`src/sv/word_count_hash_table_top_assert.svh`:
```
// ----------------------------------------------------------------------------
// word count hash table assertion macros
// concurrent checks, empty for synthesis
// ----------------------------------------------------------------------------
`ifndef WORD_COUNT_HASH_TABLE_TOP_ASSERT_SVH
`define WORD_COUNT_HASH_TABLE_TOP_ASSERT_SVH

`ifndef SYNTHESIS

`define WCT_ASSERT(name, prop, msg) \
  name: assert property (@(posedge clk_i) disable iff (!rst_ni) prop) else $error(msg);

`define WCT_ASSERT_ALWAYS(name, prop, msg) \
  name: assert property (@(posedge clk_i) prop) else $error(msg);

`else

`define WCT_ASSERT(name, prop, msg)

`define WCT_ASSERT_ALWAYS(name, prop, msg)

`endif

`endif

```
`src/sv/wct_pkg.sv`:
```
// ----------------------------------------------------------------------------
// word count hash table package
// shared widths, codes and types
// ----------------------------------------------------------------------------
`default_nettype none

package wct_pkg;

  localparam int TableAw     = 10;
  localparam int TableDepth  = 1 << TableAw;
  localparam int MaxKeyBytes = 8;
  localparam int HashMult    = 19;
  localparam int KeyW        = 64;
  localparam int LenW        = 4;
  localparam int CountW      = 32;

  localparam logic [1:0] ModeInsert = 2'd0;
  localparam logic [1:0] ModeLookup = 2'd1;
  localparam logic [1:0] ModeClear  = 2'd2;

  typedef enum logic [2:0] {
    StNew      = 3'd0,
    StIncr     = 3'd1,
    StFound    = 3'd2,
    StNotFound = 3'd3,
    StFull     = 3'd4,
    StEmptyKey = 3'd5,
    StCleared  = 3'd6
  } status_e;

  typedef enum logic [2:0] {
    SClear,
    SIdle,
    SHash,
    SRead,
    SCmp,
    SDone
  } state_e;

  typedef struct packed {
    logic                valid;
    logic [LenW-1:0]     len;
    logic [KeyW-1:0]     key;
    logic [CountW-1:0]   count;
  } entry_t;

  typedef struct packed {
    logic                we;
    logic [TableAw-1:0]  waddr;
    entry_t              wdata;
    logic [TableAw-1:0]  raddr;
  } store_req_t;

endpackage

`default_nettype wire

```
`src/sv/wct_hash.sv`:
```
// ----------------------------------------------------------------------------
// word count hash unit
// one byte per cycle through a shared multiply-add, h = h*19 + byte
// ----------------------------------------------------------------------------
`default_nettype none

module wct_hash import wct_pkg::*; (
  input  wire logic               clk_i,
  input  wire logic               rst_ni,
  input  wire logic               start_i,
  input  wire logic [KeyW-1:0]    key_i,
  input  wire logic [LenW-1:0]    len_i,
  output logic                    done_o,
  output logic [TableAw-1:0]      hash_o
);

  logic               busy_q, busy_d;
  logic [LenW-1:0]    cnt_q, cnt_d;
  logic [LenW-1:0]    len_q, len_d;
  logic [KeyW-1:0]    key_q, key_d;
  logic [TableAw-1:0] h_q, h_d;
  logic [LenW-1:0]    pos;
  logic [2:0]         byte_idx;
  logic [7:0]         cur_byte;
  logic               last;

  always_comb begin
    pos      = len_q - cnt_q - LenW'(1);
    byte_idx = pos[2:0];
    cur_byte = key_q[8*byte_idx +: 8];
    last     = (cnt_q == len_q - LenW'(1));
    h_d      = TableAw'(h_q * TableAw'(HashMult)) + TableAw'(cur_byte);
    busy_d   = busy_q;
    cnt_d    = cnt_q;
    len_d    = len_q;
    key_d    = key_q;
    if (start_i) begin
      busy_d = 1'b1;
      cnt_d  = '0;
      len_d  = len_i;
      key_d  = key_i;
    end else if (busy_q) begin
      cnt_d = cnt_q + LenW'(1);
      if (last) begin
        busy_d = 1'b0;
      end
    end
  end

  assign done_o = busy_q && last;
  assign hash_o = h_d;

  always_ff @(posedge clk_i or negedge rst_ni) begin
    if (!rst_ni) begin
      busy_q <= 1'b0;
    end else begin
      busy_q <= busy_d;
    end
  end

  always_ff @(posedge clk_i) begin
    cnt_q <= cnt_d;
    len_q <= len_d;
    key_q <= key_d;
    if (start_i) begin
      h_q <= '0;
    end else if (busy_q) begin
      h_q <= h_d;
    end
  end

endmodule

`default_nettype wire

```
`config.mk`:
```
export PLATFORM = sky130hd
export DESIGN_NAME = wct_hash
export DESIGN_NICKNAME = d
export VERILOG_FILES = /design/src/sv/word_count_hash_table_top_assert.svh /design/src/sv/wct_pkg.sv /design/src/sv/wct_hash.sv
export SDC_FILE = /design/constraint.sdc
export NUM_CORES = 1
export LEC_CHECK = 0
export BUFFER_PORTS_ARGS = -buffer_cell sky130_fd_sc_hd__clkbuf_2
export CORE_MARGIN = 2
export CORE_UTILIZATION = 41
export DETAILED_ROUTE_END_ITERATION = 6
export HOLD_SLACK_MARGIN = 0.12
export PLACE_DENSITY_LB_ADDON = 0.08
export SYNTH_ARGS = -nofsm -noshare
export SYNTH_HDL_FRONTEND = slang
export SYNTH_SLANG_ARGS = --single-unit
```
`constraint.sdc`:
```
create_clock -name clk_i -period 18.62 [get_ports clk_i]
set_input_delay 5.586 -clock clk_i [delete_from_list [all_inputs] [get_ports clk_i]]
set_output_delay 5.586 -clock clk_i [all_outputs]
set_load 0.02 [all_outputs]
```
==> results of run 1 <==
-- synthesized netlist by cell type, drive strengths merged, types with 3 or more instances --
master / number / share of area [%]
dfxtp: 14 / 7.0
clkbuf: 4 / 0.38
xnor2: 13 / 3.0
buf: 3 / 0.41
edfxtp: 68 / 51
nor3: 4 / 0.50
inv: 30 / 2.8
mux2i: 9 / 2.3
ha: 21 / 6.6
fa: 13 / 6.5
nand2: 5 / 0.47
xor2: 6 / 1.5
mux4: 16 / 9.3
mux2: 6 / 1.7
a21oi: 4 / 0.50
nor2: 15 / 1.4
o21ai: 3 / 0.38
-- cell families after synthesis --
| family | synth area share (%) |
|---|---|
| simple gates | 3.89 |
| flops | 58.8 |
| compound gates | 2.73 |
| fa+ha+maj | 13.1 |
| xor+xnor | 4.55 |
| mux | 13.3 |
| buf+inv | 3.61 |
-- worst max-delay path by stage --
stage / startpoint / end / slack, ns / cells after the start
6_report: cnt_q[0]$_SDFFE_PP0P_ / hash_o[9] / 7.37 / 17
5_1_grt: cnt_q[0]$_SDFFE_PP0P_ / hash_o[9] / 7.03 / 17
4_1_cts: cnt_q[0]$_SDFFE_PP0P_ / hash_o[9] / 7.29 / 17
3_5_place_dp: cnt_q[0]$_SDFFE_PP0P_ / hash_o[9] / 7.71 / 17
3_3_place_gp: cnt_q[0]$_SDFFE_PP0P_ / hash_o[9] / 7.86 / 17
2_1_floorplan: cnt_q[0]$_SDFFE_PP0P_ / hash_o[8] / 8.17 / 15
-- final cells by class --
class                   count  area share (%)
well taps                 129            3.41
clock buffers               9            2.62
clock inverters             7            1.46
inverters                  30            2.38
repair buffers             82            8.79
multi-input cells         134            31.7
flip-flops and latches     83            49.7
-- sequential cells by signal, summed over array words and instances, names as in the netlist --
name	flops
key_q	64
h_q	10
cnt_q	4
len_q	4
busy_q	1
-- routing by layer --
layer  global-route usage, %  up-vias
li1                        -     1096
met1                    19.3     1046
met2                    22.8       60
met3                    4.27        8
met4                    5.03        0
met5                       0        -
-- per-stage QoR --
step	utilization, %	area (µm²)	hold slack [ns]	setup WS, ns	std cells
3_5_place_dp	48.6	4530	0.529	7.71	458
6_report	50.7	4730	0.547	7.37	474
2_1_floorplan	-	3990	0.490	8.17	254
5_1_grt	50.7	4730	0.568	7.03	474
3_3_place_gp	48.6	4530	0.516	7.86	458
4_1_cts	50.7	4730	0.552	7.29	474
-- tightest hold or removal path, stage by stage, from the launching register on --
cell and delay (ns):
dfxtp_1 0.37, xor2_1 0.08, nor2_1 0.07
==> impl_metrics.ini, run 1 <==
[outcome]
outcome = finished, final reports clean

[synthesis]
syn_avg_cell_area_um2 = 15.7
synth_warnings = 0
synth_ff_type = edfxtp_1
synth_nets = 359
ys_types = 37
synthArstFlopShare_pct = 1.20
netlist_area_mm2 = 0.00399
synthCells = 254
ys_ff_latch = 83
synth_edf_count = 68
synth.yosys.seq_area_share_pct = 58.8

[layout]
layout-drive-gt1-share_pct = 34.5
diodes = 0
final_cell_mix = clkbuf_2 (80), edfxtp_1 (68), inv_1 (30), ha_1 (21), nor2_1 (15)
syn_to_final_growth_pct = 18.5
fillers = 812
multi_input_area_mm2 = 0.00150
seq_area_mm2 = 0.00235
final_common_cell = clkbuf_2
final_nets = 445

[detailed_routing]
dr.max_layer_used = met4
wirelength_um = 7020
antenna_left = 0
num_vias = 2210
met3RoutedLength_um = 367
wl_met2_um = 3210
drt_pass1_iterations = 4
drt_iter0_drc = 51
drc = 0
wl_per_cell_um = 14.8
wl_met1_um = 3330
vias_per_cell = 4.66

[timing]
worst_pin_slew_ns = 1.13
finalHoldViolations = 0
maxSlewHeadroom_pct = 24.2
fmax_ghz = 0.0889
setup_viol = 0
finalCriticalPeriod_ns = 11.25
report.final.slew_viol_count = 0
fin_tns_setup_ns = 0
clock_skew_ns = 0.0131
period_share_pct = 60.4
rsz0062_at_grt = no

[critical_path]
cp-start-kind = register
path_buf_inv = 4
crit_slowest_cell = xnor2_2
critPathMaxFanout = 16
r2r_slack_ns = 13.31
crit_type = reg2out
critPathTopFamily = adder cells
critPathCaptureType = output port
r2r-start = cnt_q[0]$_SDFFE_PP0P_
critPathRequiredTime_ns = 13.03
ff2ff_path_depth = 17
cp_cell_sequence = inv_1 > ha_1 > fa_1 > xnor2_2 > mux4_2 > mux2_2 > fa_1 > ha_1 > inv_1 > fa_1 > inv_1 > ha_1 > a21oi_1 > o211ai_1 > a21oi_1 > xnor2_1 > clkbuf_2
cp.arrival_ns = 5.66
r2r_end = h_q[9]$_SDFFE_PP0P_
cp_slowest_stage_delay_ns = 0.90

[die]
ios = 82
start_util_pct = 42.8
die_width_um = 103
floorplan.rows = 35
die_h_um = 103
core_area_mm2 = 0.00933
dieArea_mm2 = 0.0105

[global_routing]
grt-ovfl-total = 0
antenna_found_initial = 0
grt_pass1_wl_um = 11300
grt_max_degree = 84
grt_pass1_vias = 2317
grt_use_total_pct = 14.5

[place]
gp_congestion = 0.827
portBuffers = 81
hpwl_um = 5050

[clock_network]
root_buffer = clkbuf_8
cts_max_level = 3
numClockSinks = 83
post_cts_buffers = 0
post_cts_resized = 0
postCtsHoldBufs = 0
clk_pin_slew_ns = 0.10
cts_made_buffers = 9
cts.path.max_buffers = 2
clk_latency_ns = 0.35
cts_tree = yes

[job]
cap_violations = 0

[min_path]
min_to = cnt_q[3]$_SDFFE_PP0P_
holdPathStages = 2
hold_class = reg2reg
worst_hold_startpoint = cnt_q[3]$_SDFFE_PP0P_
Power of run 1 is not shown: default switching activity piles up to over one toggle a cycle in this logic, so the estimate is an artifact.
==> inputs of run 2 (changes only) <==
Settings changed: ABC_AREA set to 1.
Clock period 18.62 ns to 11.5 ns, I/O delays scaled along.
==> run 2 against run 1 <==
Net effect:
- die area is 4.9% higher
- sequential share of layout area is 1.7 points lower
- global-route usage grew 1.6 points
- worst setup slack worse by 4.6 ns
- count of clock-buffer cells in the layout increased by 1
- largest cell class unchanged
- highest routed layer unchanged
==> impl_metrics.ini, run 2 <==
[outcome]
outcome = finished, final reports clean

[critical_path]
crit_type = reg2out
critPathMaxFanout = 22
cp-start-kind = register
critPathRequiredTime_ns = 8.05
ff2ff_path_depth = 23
cp.arrival_ns = 5.24
r2r-start = len_q[0]$_DFFE_PP_
r2r_end = h_q[9]$_SDFFE_PP0P_
r2r_slack_ns = 6.57
critPathCaptureType = output port

[timing]
finalCriticalPeriod_ns = 8.69
report.final.slew_viol_count = 0
period_share_pct = 75.6
maxSlewHeadroom_pct = 34.5
finalHoldViolations = 0
clock_skew_ns = 0.0124
fin_tns_setup_ns = 0
setup_viol = 0
rsz0062_at_grt = no
fmax_ghz = 0.115
worst_pin_slew_ns = 0.983

[synthesis]
synth_commonest_cells = inv_1 (71), edfxtp_1 (68), nand2_1 (50), o21ai_0 (43), a21oi_1 (35)
synthArstFlopShare_pct = 1.20
synth.yosys.seq_area_share_pct = 56.0
yosys.area.top_type = edfxtp_1
netlist_top_cells_area = edfxtp_1 (49%), dfxtp_1 (6.7%), inv_1 (6.4%)
ys_ff_latch = 83
synth.most_common_cell = inv_1
syn_avg_cell_area_um2 = 10.9
ys_types = 24
synth_nets = 491
synthCells = 386
synth_warnings = 0
netlist.area_leader.share_pct = 48.7
synth_ff_type = edfxtp_1
synth_edf_count = 68
netlist_area_mm2 = 0.00419

[detailed_routing]
drc = 0
antenna_left = 0
vias_per_cell = 4.64
drt_iter0_drc = 138
wirelength_um = 8140
drt_pass1_iterations = 4
wl_per_cell_um = 13.5
num_vias = 2809

[clock_network]
cts_tree = yes
clk_latency_ns = 0.36
post_cts_buffers = 0
numClockSinks = 83
clk_pin_slew_ns = 0.09
postCtsHoldBufs = 0
post_cts_resized = 0
cts.path.max_buffers = 2
cts_max_level = 3
root_buffer = clkbuf_8
cts_made_buffers = 9

[layout]
largest_reg_flops = 64
syn_to_final_growth_pct = 16.7
final_nets = 572
seq_area_mm2 = 0.00235
regMostFlops = key_q
multi_input_area_mm2 = 0.00151
top_regs = key_q x64, h_q x10
utilization_pct = 49.6
fillers = 904
final_common_cell = clkbuf_2
diodes = 0
final_cell_mix = clkbuf_2 (80), inv_1 (71), edfxtp_1 (68), nand2_1 (50), o21ai_0 (43)
layout-drive-gt1-share_pct = 22.5

[global_routing]
grt-ovfl-total = 0
grt_pass1_wl_um = 13600
grt_pass1_vias = 2785
antenna_found_initial = 0
grt_use_total_pct = 16.0
grt_max_degree = 76

[die]
core_area_mm2 = 0.00986
die_h_um = 105
ios = 82
die_width_um = 105
start_util_pct = 42.5
floorplan.rows = 36
dieArea_mm2 = 0.0110

[place]
portBuffers = 81
gp_congestion = 0.828
hpwl_um = 5900

[min_path]
holdPathStages = 1
worst_hold_startpoint = cnt_q[3]$_SDFFE_PP0P_
hold_class = reg2reg
min_to = cnt_q[3]$_SDFFE_PP0P_

[job]
cap_violations = 0
-- run 2: cell count changes after synthesis, moves of 4 or more --
cell	delta
a21oi_1	+31
mux4_2	-13
inv_1	+41
o21ai_0	+40
buf_2	+4
xnor2_1	-9
nand2_1	+45
nand3_1	+13
-- run 2: cell type report --
type / instances / area share [%]
Inverter: 71 / 5.45
Multi-Input combinational cell: 220 / 30.8
Clock buffer: 10 / 2.61
Timing Repair Buffer: 82 / 8.44
Sequential cell: 83 / 48.0
Tap cell: 133 / 3.40
Clock inverter: 6 / 1.33
-- run 2: through the flow --
| stage | setup slack [ns] | hold slack (ns) | instances | area, µm² |
|---|---|---|---|---|
| 2_1_floorplan | 4.00 | 0.443 | 386 | 4190 |
| 3_3_place_gp | 3.25 | 0.467 | 589 | 4700 |
| 3_5_place_dp | 3.15 | 0.480 | 589 | 4700 |
| 4_1_cts | 2.72 | 0.496 | 605 | 4890 |
| 5_1_grt | 2.40 | 0.519 | 605 | 4890 |
| 6_report | 2.81 | 0.503 | 605 | 4890 |
-- run 2: logic make-up (layout without fill, tap and decap cells) --
group | count (synthesis) | after routing | synth area share [%]
buf+inv | 83 | 169 | 8.12
mux | 14 | 14 | 3.46
xor+xnor | 8 | 8 | 2.03
simple gates | 84 | 84 | 8.30
compound gates | 80 | 80 | 9.61
fa+ha+maj | 34 | 34 | 12.5
flops | 83 | 83 | 56.0
-- run 2: worst max-delay path by stage --
stage                                      from   endpoint  slack, ns
final                        len_q[0]$_DFFE_PP_  hash_o[9]       2.81
after global placement       len_q[0]$_DFFE_PP_  hash_o[9]       3.25
after floorplan              len_q[0]$_DFFE_PP_  hash_o[9]       4.00
after global routing      cnt_q[0]$_SDFFE_PP0P_  hash_o[9]       2.40
after detailed placement     len_q[0]$_DFFE_PP_  hash_o[9]       3.15
after CTS                    len_q[0]$_DFFE_PP_  hash_o[9]       2.72
-- run 2: routing by layer --
layer	GRT usage (%)	share of wire (%)	routed length [µm]
met1	22.2	48	3900
met2	25.0	47	3830
met3	3.43	4.1	332
met4	5.43	1.0	83
met5	0	0	0
-- run 2: critical path, stage by stage, from the launching register on --
cell and delay, ns:
edfxtp_1 0.42, ha_2 0.19, fa_1 0.74, inv_1 0.41
a21oi_1 0.22, o21ai_0 0.11, nand3_1 0.13, o21ai_0 0.14
fa_1 0.48, ha_1 0.29, inv_1 0.05, fa_1 0.52
inv_1 0.04, ha_1 0.34, nand2_1 0.09, nand2_1 0.06
nand2_1 0.05, nand2_1 0.04, a21oi_1 0.18, nand3_1 0.13
nand2_1 0.08, clkbuf_2 0.16
Power of run 2 is left out for the same reason.
